`config.mk`:
```
export PLATFORM = sky130hd
export DESIGN_NAME = assembly_token_scanner_unit
export DESIGN_NICKNAME = d
export VERILOG_FILES = /design/src/rtl/ats_pkg.sv /design/src/rtl/ats_front.sv /design/src/rtl/ats_back.sv /design/src/rtl/assembly_token_scanner_unit.sv
export SDC_FILE = /design/constraint.sdc
export NUM_CORES = 1
export LEC_CHECK = 0
export BUFFER_PORTS_ARGS = -buffer_cell sky130_fd_sc_hd__buf_2
export CAP_MARGIN = 40
export CELL_PAD_IN_SITES_DETAIL_PLACEMENT = 2
export CELL_PAD_IN_SITES_GLOBAL_PLACEMENT = 2
export CORE_MARGIN = 2
export CORE_UTILIZATION = 43
export CTS_CLUSTER_SIZE = 16
export DETAILED_ROUTE_END_ITERATION = 7
export GPL_TIMING_DRIVEN = 1
export PLACE_DENSITY_LB_ADDON = 0.1
export SLEW_MARGIN = 15
export SYNTH_ARGS = -nofsm -noshare
export SYNTH_HDL_FRONTEND = slang
export SYNTH_SLANG_ARGS = --single-unit
```
`constraint.sdc`:
```
create_clock -name clk -period 6.8 [get_ports clk]
set_input_delay 1.02 -clock clk [delete_from_list [all_inputs] [get_ports clk]]
set_output_delay 1.02 -clock clk [all_outputs]
set_load 0.02 [all_outputs]
```
`src/rtl/ats_pkg.sv`:
```
// token scanner package: token kinds, scan modes, character codes and queue types
// no dependencies; imported by every module of the scanner
`default_nettype none

package ats_pkg;

	typedef enum logic [2:0] {
		K_IDENT   = 3'd0,
		K_DECIMAL = 3'd1,
		K_COMMA   = 3'd2,
		K_MINUS   = 3'd3,
		K_COLON   = 3'd4,
		K_NEWLINE = 3'd5,
		K_END     = 3'd6,
		K_ERROR   = 3'd7
	} kind_t;

	typedef enum logic [3:0] {
		M_IDLE   = 4'b0001,
		M_IDENT  = 4'b0010,
		M_NUMBER = 4'b0100,
		M_ERROR  = 4'b1000
	} mode_t;

	localparam logic [7:0] CH_NUL   = 8'h00;
	localparam logic [7:0] CH_UNDER = 8'h5F;
	localparam logic [7:0] CH_0     = 8'h30;
	localparam logic [7:0] CH_9     = 8'h39;
	localparam logic [7:0] CH_LA    = 8'h61;
	localparam logic [7:0] CH_LZ    = 8'h7A;
	localparam logic [7:0] CH_UA    = 8'h41;
	localparam logic [7:0] CH_UZ    = 8'h5A;
	localparam logic [7:0] CH_COMMA = 8'h2C;
	localparam logic [7:0] CH_MINUS = 8'h2D;
	localparam logic [7:0] CH_COLON = 8'h3A;
	localparam logic [7:0] CH_LF    = 8'h0A;
	localparam logic [7:0] CH_SPACE = 8'h20;
	localparam logic [7:0] CH_CR    = 8'h0D;
	localparam logic [7:0] CH_TAB   = 8'h09;

	localparam int Q_DEPTH    = 4;
	localparam int Q_PTR_BITS = 2;
	localparam int Q_CNT_BITS = 3;

	typedef struct packed {
		kind_t       kind;
		logic [15:0] start;
		logic [15:0] len;
		logic [15:0] line;
		logic [7:0]  bad;
		logic        last;
	} tok_t;

	typedef struct packed {
		logic [1:0] n;
		tok_t       e0;
		tok_t       e1;
	} push_t;

endpackage

`default_nettype wire

```
`src/rtl/ats_front.sv`:
```
// scanner front: accepts source bytes, classifies them and keeps position, line and mode
// depends on ats_pkg; hands zero, one or two tokens per byte to the back queue
`default_nettype none

module ats_front import ats_pkg::*; #(
	parameter int POS_BITS = 16
) (
	input  wire logic       clk,
	input  wire logic       arst_n,
	input  wire logic       byte_valid,
	input  wire logic       room,
	input  wire logic [7:0] char_byte,
	input  wire logic       final_source,
	output push_t           push
);

	mode_t               mode_q, mode_d;
	logic [POS_BITS-1:0] start_q, start_d;
	logic [POS_BITS-1:0] pos_q, pos_d;
	logic [POS_BITS-1:0] line_q, line_d;
	logic [POS_BITS-1:0] pos_inc, line_inc;
	logic                accept, pend, v0, v1;
	logic                is_letter, is_num, is_skip;
	tok_t                r0, r1;

	function automatic logic [15:0] clamp16(input logic [POS_BITS-1:0] v);
		logic [31:0] w;
		w = 32'(v);
		return (w > 32'h0000_FFFF) ? 16'hFFFF : w[15:0];
	endfunction

	assign accept    = byte_valid && room;
	assign pend      = (mode_q == M_IDENT) || (mode_q == M_NUMBER);
	assign pos_inc   = (pos_q != '1) ? pos_q + 1'b1 : pos_q;
	assign line_inc  = (line_q != '1) ? line_q + 1'b1 : line_q;
	assign is_num    = (char_byte >= CH_0) && (char_byte <= CH_9);
	assign is_letter = ((char_byte >= CH_LA) && (char_byte <= CH_LZ)) ||
		((char_byte >= CH_UA) && (char_byte <= CH_UZ)) || (char_byte == CH_UNDER);
	assign is_skip   = (char_byte == CH_SPACE) || (char_byte == CH_CR) ||
		(char_byte == CH_TAB);

	always_comb begin
		mode_d  = mode_q;
		start_d = start_q;
		pos_d   = pos_q;
		line_d  = line_q;
		v0      = 1'b0;
		v1      = 1'b0;
		r0.kind  = (mode_q == M_IDENT) ? K_IDENT : K_DECIMAL;
		r0.start = clamp16(start_q);
		r0.len   = clamp16(pos_q - start_q);
		r0.line  = clamp16(line_q);
		r0.bad   = 8'h00;
		r0.last  = 1'b0;
		r1.kind  = K_END;
		r1.start = clamp16(pos_q);
		r1.len   = 16'd1;
		r1.line  = clamp16(line_q);
		r1.bad   = 8'h00;
		r1.last  = 1'b1;
		if (char_byte == CH_NUL) begin
			v0      = pend;
			v1      = final_source;
			r1.len  = 16'd0;
			mode_d  = M_IDLE;
			start_d = '0;
			pos_d   = '0;
			line_d  = POS_BITS'(1);
		end else if (mode_q == M_ERROR) begin
			mode_d = M_ERROR;
		end else if ((mode_q == M_IDENT) && (is_letter || is_num)) begin
			pos_d = pos_inc;
		end else if ((mode_q == M_NUMBER) && is_num) begin
			pos_d = pos_inc;
		end else begin
			v0     = pend;
			mode_d = M_IDLE;
			if (is_skip) begin
				pos_d = pos_inc;
			end else if (is_letter) begin
				start_d = pos_q;
				pos_d   = pos_inc;
				mode_d  = M_IDENT;
			end else if (is_num) begin
				start_d = pos_q;
				pos_d   = pos_inc;
				mode_d  = M_NUMBER;
			end else if ((char_byte == CH_COMMA) || (char_byte == CH_MINUS) ||
					(char_byte == CH_COLON)) begin
				start_d = pos_q;
				pos_d   = pos_inc;
				v1      = 1'b1;
				r1.kind = (char_byte == CH_COMMA) ? K_COMMA :
					(char_byte == CH_MINUS) ? K_MINUS : K_COLON;
			end else if (char_byte == CH_LF) begin
				start_d = pos_q;
				pos_d   = pos_inc;
				line_d  = line_inc;
				v1      = 1'b1;
				r1.kind = K_NEWLINE;
				r1.line = clamp16(line_inc);
			end else begin
				start_d = pos_q;
				mode_d  = M_ERROR;
				v1      = 1'b1;
				r1.kind = K_ERROR;
				r1.bad  = char_byte;
			end
		end
	end

	// compact the two candidates so the first pushed entry is always e0
	always_comb begin
		push.n       = accept ? 2'({1'b0, v0} + {1'b0, v1}) : 2'd0;
		push.e0      = v0 ? r0 : r1;
		push.e0.last = !(v0 && v1);
		push.e1      = r1;
	end

	always_ff @(posedge clk or negedge arst_n) begin
		if (!arst_n) begin
			mode_q  <= M_IDLE;
			start_q <= '0;
			pos_q   <= '0;
			line_q  <= POS_BITS'(1);
		end else if (accept) begin
			mode_q  <= mode_d;
			start_q <= start_d;
			pos_q   <= pos_d;
			line_q  <= line_d;
		end
	end

endmodule

`default_nettype wire

```
`src/rtl/ats_back.sv`:
```
// scanner back: token queue with two-entry push and an output register
// depends on ats_pkg; drives the token channel one beat per cycle while token_ready is high
`default_nettype none

module ats_back import ats_pkg::*; (
	input  wire logic   clk,
	input  wire logic   arst_n,
	input  wire push_t  push,
	output logic        room,
	output logic        token_valid,
	input  wire logic   token_ready,
	output logic [2:0]  token_kind,
	output logic [15:0] start_offset,
	output logic [15:0] token_length,
	output logic [15:0] line_number,
	output logic [7:0]  bad_char,
	output logic        last_of_run
);

	tok_t                  mem_q [Q_DEPTH];
	logic [Q_PTR_BITS-1:0] wr_q, rd_q, wr1;
	logic [Q_CNT_BITS-1:0] cnt_q;
	logic                  pop, valid_q;
	tok_t                  out_q;

	assign room        = (cnt_q <= Q_CNT_BITS'(Q_DEPTH - 2));
	assign pop         = (cnt_q != '0) && (!valid_q || token_ready);
	assign wr1         = wr_q + 1'b1;
	assign token_valid = valid_q;
	assign token_kind   = out_q.kind;
	assign start_offset = out_q.start;
	assign token_length = out_q.len;
	assign line_number  = out_q.line;
	assign bad_char     = out_q.bad;
	assign last_of_run  = out_q.last;

	always_ff @(posedge clk) begin
		if (push.n != 2'd0) begin
			mem_q[wr_q] <= push.e0;
		end
		if (push.n == 2'd2) begin
			mem_q[wr1] <= push.e1;
		end
		if (pop) begin
			out_q <= mem_q[rd_q];
		end
	end

	always_ff @(posedge clk or negedge arst_n) begin
		if (!arst_n) begin
			wr_q    <= '0;
			rd_q    <= '0;
			cnt_q   <= '0;
			valid_q <= 1'b0;
		end else begin
			wr_q  <= wr_q + Q_PTR_BITS'(push.n);
			rd_q  <= rd_q + Q_PTR_BITS'(pop);
			cnt_q <= cnt_q + Q_CNT_BITS'(push.n) - Q_CNT_BITS'(pop);
			if (pop) begin
				valid_q <= 1'b1;
			end else if (token_ready) begin
				valid_q <= 1'b0;
			end
		end
	end

	a_cnt_bound: assert property (@(posedge clk) disable iff (!arst_n)
		cnt_q <= Q_CNT_BITS'(Q_DEPTH))
		else $error("token queue count beyond depth");

	a_push_room: assert property (@(posedge clk) disable iff (!arst_n)
		(push.n != 2'd0) |-> room)
		else $error("push into token queue without room");

	a_push_max: assert property (@(posedge clk) disable iff (!arst_n)
		push.n != 2'd3)
		else $error("more than two tokens pushed for one byte");

	a_pair_last: assert property (@(posedge clk) disable iff (!arst_n)
		(push.n == 2'd2) |-> (!push.e0.last && push.e1.last))
		else $error("last flag misplaced in token pair");

endmodule

`default_nettype wire

```
`src/rtl/assembly_token_scanner_unit.sv`:
```
// assembly token scanner top level: byte channel in, token channel out
// depends on ats_pkg, ats_front and ats_back
//
// usage
//   byte channel: char_byte and final_source, handshake byte_valid / byte_ready.
//   a zero byte ends a source; final_source on it adds an end token.
//   token channel: token_kind, start_offset, token_length, line_number, bad_char,
//   last_of_run, handshake token_valid / token_ready.
//   each byte gives zero, one or two token beats; last_of_run marks the final one.
// timing
//   one byte accepted per cycle while the token queue has room for two entries.
//   a token is written into the queue when its byte is accepted and reaches the
//   token channel through the output register; the second token of a pair follows it.
//   sustained rate is one byte per cycle; token output is one beat per cycle,
//   so bytes that give two tokens slow the input when the queue fills.
// reset
//   arst_n clears mode, position (0), line (1), queue and output valid.
// stall
//   while token_ready is low the output holds and the queue (4 entries) fills;
//   byte_ready drops once fewer than two free entries remain.
`default_nettype none

module assembly_token_scanner_unit import ats_pkg::*; #(
	parameter int POS_BITS = 16
) (
	input  wire logic        clk,
	input  wire logic        arst_n,
	input  wire logic        byte_valid,
	output logic             byte_ready,
	input  wire logic [7:0]  char_byte,
	input  wire logic        final_source,
	output logic             token_valid,
	input  wire logic        token_ready,
	output logic [2:0]       token_kind,
	output logic [15:0]      start_offset,
	output logic [15:0]      token_length,
	output logic [15:0]      line_number,
	output logic [7:0]       bad_char,
	output logic             last_of_run
);

	push_t push;
	logic  room;

	assign byte_ready = room;

	ats_front #(
		.POS_BITS(POS_BITS)
	) u_front (
		.clk         (clk),
		.arst_n      (arst_n),
		.byte_valid  (byte_valid),
		.room        (room),
		.char_byte   (char_byte),
		.final_source(final_source),
		.push        (push)
	);

	ats_back u_back (
		.clk         (clk),
		.arst_n      (arst_n),
		.push        (push),
		.room        (room),
		.token_valid (token_valid),
		.token_ready (token_ready),
		.token_kind  (token_kind),
		.start_offset(start_offset),
		.token_length(token_length),
		.line_number (line_number),
		.bad_char    (bad_char),
		.last_of_run (last_of_run)
	);

endmodule

`default_nettype wire
```
## After elaboration in Yosys (flattened, before gate mapping)

Memory sizes are Yosys's and may differ from the RTL's. A register that Yosys moved wholly into a read port is not among the register bits.
Index checks and enable logic that the tools add are counted.

| operators by class | value |
|---|---|
| add/sub/neg operators | 9 |
| $lt $le $gt $ge | 7 |
| equal/unequal tests | 23 |
| multiplexer cells | 75 |
| reductions and logical operators | 28 |

Operators by type and width:

| cell | count |
|---|---|
| 16-bit two-way mux | 25 |
| 24-bit two-way mux | 8 |
| 60-bit two-way mux | 1 |
| 4-bit two-way mux | 9 |
| 16-bit by 1-bit adder with 16-bit output (second input constant) | 2 |
| 8-bit by 6-bit == test with 1-bit output (second input constant) | 4 |
| 16-bit != test (second input constant) | 2 |
| 3-bit two-way mux | 10 |
| 8-bit by 4-bit == test with 1-bit output (second input constant) | 3 |
| 1-bit two-way mux | 19 |
| 8-bit by 7-bit greater-or-equal comparator with 1-bit output (second input constant) | 2 |
| 8-bit by 7-bit less-or-equal comparator with 1-bit output (second input constant) | 2 |
| 16-bit subtractor | 1 |
| 1-bit logical OR | 9 |
| 8-bit by 7-bit == test with 1-bit output (second input constant) | 1 |
| 8-bit by 6-bit greater-or-equal comparator with 1-bit output (second input constant) | 1 |
| 8-bit by 6-bit less-or-equal comparator with 1-bit output (second input constant) | 1 |
| 1-bit logical AND | 8 |
| 8-bit zero test | 1 |
| 8-bit two-way mux | 1 |
| 2-bit by 1-bit != test with 1-bit output (second input constant) | 4 |
| 8-bit AND reduction | 1 |
| 8-bit nonzero test | 1 |
| 2-bit != test (second input constant) | 3 |
| other kinds (18) | 23 |

| storage, ports and cells | value |
|---|---|
| bits in registers | 60 |
| memory bits (writable) | 240 |
| bits of input ports | 13 |
| output and inout port bits | 62 |
| logic and storage cells | 151 |
| memories kept | 1 |

Memory list:

| memory | words | width | read ports | clocked after memory_dff | write ports | RTL line | text |
|---|---|---|---|---|---|---|---|
| u_back.mem_q | 4 | 60 | 1 | 1 | 2 | ats_back.sv:20 | `tok_t mem_q [Q_DEPTH];` |

## Logic depth before layout (Yosys ltp)

| logic depth | value |
|---|---|
| depth after elaboration | 15 |
| depth in mapped cells | 15 |
| mapped depth without buffers | 14 |

## Hierarchy

Synthesis repeated with hierarchy kept, for this count alone.

| unflattened totals | value |
|---|---|
| cell total of the unflattened synthesis | 1316 |
| area total of the unflattened synthesis | 19010.7 µm² |

By module, submodules not included:

| module | times used | cells each | area each (µm²) | seq. area each (µm²) |
|---|---|---|---|---|
| ats_back | 1 | 684 | 13818.3 | 9208.8 |
| ats_front | 1 | 632 | 5192.5 | 1303.8 |

## Worst setup path before layout

No wires, ideal clock.

| timing | value |
|---|---|
| path kind | input to register |
| from | in token_ready |
| to | reg u_back.cnt_q[2] |
| library setup time | 0.123 ns |
| data arrival time | 5.574 ns |
| data required time | 6.677 ns |
| slack | 1.103 ns |
| cell stages on the path | 9 |
| path buffers | 0 |
| path through | inv_1 a21oi_1 ha_1 inv_1 ha_1 inv_1 fa_1 xor2_1 xnor2_1 |

| on the way | value |
|---|---|
| word-level cells in the longest chain between the ends | 3 |

Ends and longest elaborated chain:

| item | RTL line | text |
|---|---|---|
| start, declared | assembly_token_scanner_unit.sv:33 | `input wire logic token_ready,` |
| 1-bit logical OR | ats_back.sv:27 | `assign pop = (cnt_q != '0) && (!valid_q \|\| token_ready);` |
| 1-bit logical AND | ats_back.sv:27 |  |
| named net u_back.pop | ats_back.sv:23 | `logic pop, valid_q;` |
| 3-bit by 1-bit subtractor with 3-bit output | ats_back.sv:58 | `cnt_q <= cnt_q + Q_CNT_BITS'(push.n) - Q_CNT_BITS'(pop);` |
| end signal, assigned | ats_back.sv:58 |  |
| end, declared | ats_back.sv:22 | `logic [Q_CNT_BITS-1:0] cnt_q;` |

The timed path passes the listed nets, and every way through them passes these cells.
A chain may end at the register's enable or synchronous reset.

==> out/metrics.yaml <==
status: "finished clean"
final_max_slew_viol_count: 0
cts_tree: "built"
slew-limit-headroom_pct: 38.46
initial_core_util_pct: 43.37
syn_to_final_growth_pct: 14.37
dieHeight_um: 204.0
gp_congestion: 0.8308
cts-htree-levels: 2
yosys-top-cells-area: "edfxtp_1, dfrtp_1, mux4_2"
grt_usage_pct: 28.96
design.core.area_um2: 39640
rsz0062_at_grt: "false"
seqPwrFrac_pct: 40.8
async_reset_ff_share_pct: 16.67
dr.pass1.iters: 5
cp-start-kind: "primary input"
crit_arrival_ns: 5.29
drc_errors: 0
ys.flop_type: "edfxtp_1"
syn_inst: 1409
drt-total-wl_um: 58990
finalWorstPathRequiredPeriod_ns: 4.866
hold_violations: 0
fillers: 3916
grt_pass1_wl_um: 89510
drive_gt1_share_pct: 19.69
vdd_ir_drop_max_mv: 0.2283
cts_buffers: 42
worstPathRequired_ns: 7.23
post_cts.repair.setup_buffers: 0
dieArea_um2: 41600
clkSlewWorstSetupHoldPaths_ns: 0.06
viasPerCell: 6.358
cts.repair.resized: 0
grt_pass1_vias: 13960
cts_hold_buf: 0
tns_ns: 0
worstMarginPinSlew_ns: 0.9155
antenna_found_initial: 1
ys_types: 83
vias: 12860
p_leak_nw: 6.892
netlist_area_um2: 17190
finalNetCount: 1503
period_share_pct: 71.55
dr.first_iter.drc_count: 1197
port_buffers: 74
row_count: 73
finalSetupViolCount: 0
cts-root-buf: "clkbuf_16"
p_sw_w: 0.002473
stdcell_area_um2: 19670
wl_per_cell_um: 29.16
place_area_um2: 18250
clock_latency_ns: 0.58
pwr-share-comb_pct: 27.3
grt-ovfl-total: 0
clkPwrFrac_pct: 31.9
yosysMostFrequentCell: "edfxtp_1"
syn-num-nets: 1447
crit_fanout: 19
cts.sinks: 360
ys_seq_elements: 360
swShare_pct: 34.34
die_w_um: 204.0
netlist.area_leader.share_pct: 41.22
fin_skew_ns: 0.02382
ys_seq_area_share_pct: 57.42
antenna_cells: 0
synth_common_cells: "edfxtp_1, nand2_1, o21ai_0"
fmax_mhz: 205.5
critPathCaptureType: "flip-flop"
ioPinCount: 75
ant_nets: 0
max_cap_viol_count: 0
synth_edf_count: 236
clk_path_buf_depth: 3
grt_max_degree: 40
hold_path.class: "primary input to async pin"
synth_area_leader_cell: "edfxtp_1"
pwr_density_cell_nw_per_um2: 366.2
p_int_w: 0.004729
yosysWarningCount: 0
hpwl_um: 39690
avgSynthCellArea_um2: 12.20
path_class: "primary input to flip-flop"
-- metrics by stage --
stage	setup slack, ns	hold WS (ns)	total power, W	utilization, %	std cells
3_3_place_gp	1.371	0.4305	0.004808	45.45	1926
2_1_floorplan	1.103	0.4196	0.004174	-	1409
3_5_place_dp	1.403	0.4452	0.004948	46.05	1942
4_1_cts	1.896	0.4365	0.007253	49.52	2019
6_report	1.934	0.4528	0.007202	49.61	2023
5_1_grt	1.634	0.4629	0.007492	49.61	2023
-- cells by family after synthesis --
| family | after synthesis | synth area share [%] |
|---|---|---|
| buffers and inverters | 162 | 3.864 |
| XOR/XNOR | 18 | 0.9169 |
| adder cells (fa/ha/maj) | 25 | 1.907 |
| AND/OR/NAND/NOR | 350 | 10.44 |
| multiplexers | 72 | 8.587 |
| flip-flops | 360 | 57.42 |
| AO/OA/AOI/OAI | 422 | 16.87 |
-- placed cells by master, fill, tap and decap left out, types with 10 or more instances in the layout --
cell type	n
edfxtp_1	236
nand2_1	118
a22o_1	88
o21ai_0	85
nor2_1	77
buf_2	76
dfxtp_1	64
a21oi_1	61
mux4_2	60
dfrtp_1	56
inv_1	49
a31oi_1	45
clkbuf_16	42
buf_4	30
o22ai_1	26
ha_1	23
nor3_1	22
nand3_1	19
o31ai_1	19
xnor2_1	13
nand4_1	13
o21a_1	13
a311oi_1	12
clkbuf_1	12
nand2b_1	11
nor2b_1	10
and3_1	10
or3_1	10
-- final timing paths --
check                                                  from                          endpoint  slack, ns  cells after the start
hold / removal                                       arst_n    u_front.line_q[13]$_DFFE_PN0P_       0.45                      2
min in group clk           u_back.mem_q[0][26]$_SDFFE_PP0P_  u_back.mem_q[0][26]$_SDFFE_PP0P_       0.45                      2
setup / recovery                               char_byte[5]     u_back.mem_q[3][15]$_DFFE_PP_       1.93                     13
hold reg to reg            u_back.mem_q[0][26]$_SDFFE_PP0P_  u_back.mem_q[0][26]$_SDFFE_PP0P_       0.45                      2
setup reg to reg              u_front.mode_q[1]$_DFFE_PN0P_     u_back.mem_q[3][15]$_DFFE_PP_       2.26                     12
max in group asynchronous                            arst_n     u_front.mode_q[0]$_DFFE_PN1P_       5.74                      3
-- per-layer routing --
layer	share of wire [%]	track usage (%)	vias up
met2	47	47.08	455
met1	43	39.05	6725
met3	7.0	5.788	114
met4	2.9	9.498	2
met5	0.022	0	-
li1	-	-	5566
-- registers in the layout, indices dropped and copies added, names as in the netlist --
signal,cells
u_back.token_length,16
u_back.line_number,16
u_back.token_valid,1
u_back.cnt_q,3
u_front.mode_q,4
u_back.wr_q,2
u_back.bad_char,8
u_back.mem_q,240
u_front.line_q,16
u_front.pos_q,16
u_back.start_offset,16
u_back.rd_q,2
u_front.start_q,16
u_back.token_kind,3
u_back.last_of_run,1
-- final cells by class --
cell class / instances / area (µm²) / area share (%)
Tap cell: 525 / 656.9 / 3.340
Clock inverter: 20 / 239.0 / 1.215
Sequential cell: 360 / 9879 / 50.24
Inverter: 54 / 202.7 / 1.031
Timing Repair Buffer: 120 / 849.6 / 4.320
Multi-Input combinational cell: 887 / 6700 / 34.07
Clock buffer: 57 / 1137 / 5.784
-- critical path: stages --
cell     delay (ns)
buf_2          0.22
and3b_1        0.22
o21ai_0        0.53
nand2_1        0.47
o21ai_0        0.33
ha_1           0.36
nor2b_1        0.42
nand4_1        0.23
a21oi_1        0.23
and2_1         0.52
buf_4          0.36
o21ai_0        0.17
a31oi_1        0.19
-- power groups by stage --
| stage | clock [W] | combinational, W | sequential [W] |
|---|---|---|---|
| global route | 0.00240 | 0.00211 | 0.00298 |
| global placement | 0 | 0.00179 | 0.00301 |
| detailed placement | 0 | 0.00197 | 0.00298 |
| finish | 0.00230 | 0.00197 | 0.00294 |
| floorplan | 0 | 0.00117 | 0.00300 |
| CTS | 0.00233 | 0.00198 | 0.00294 |
No activity file was read; power rests on OpenSTA's default activity.
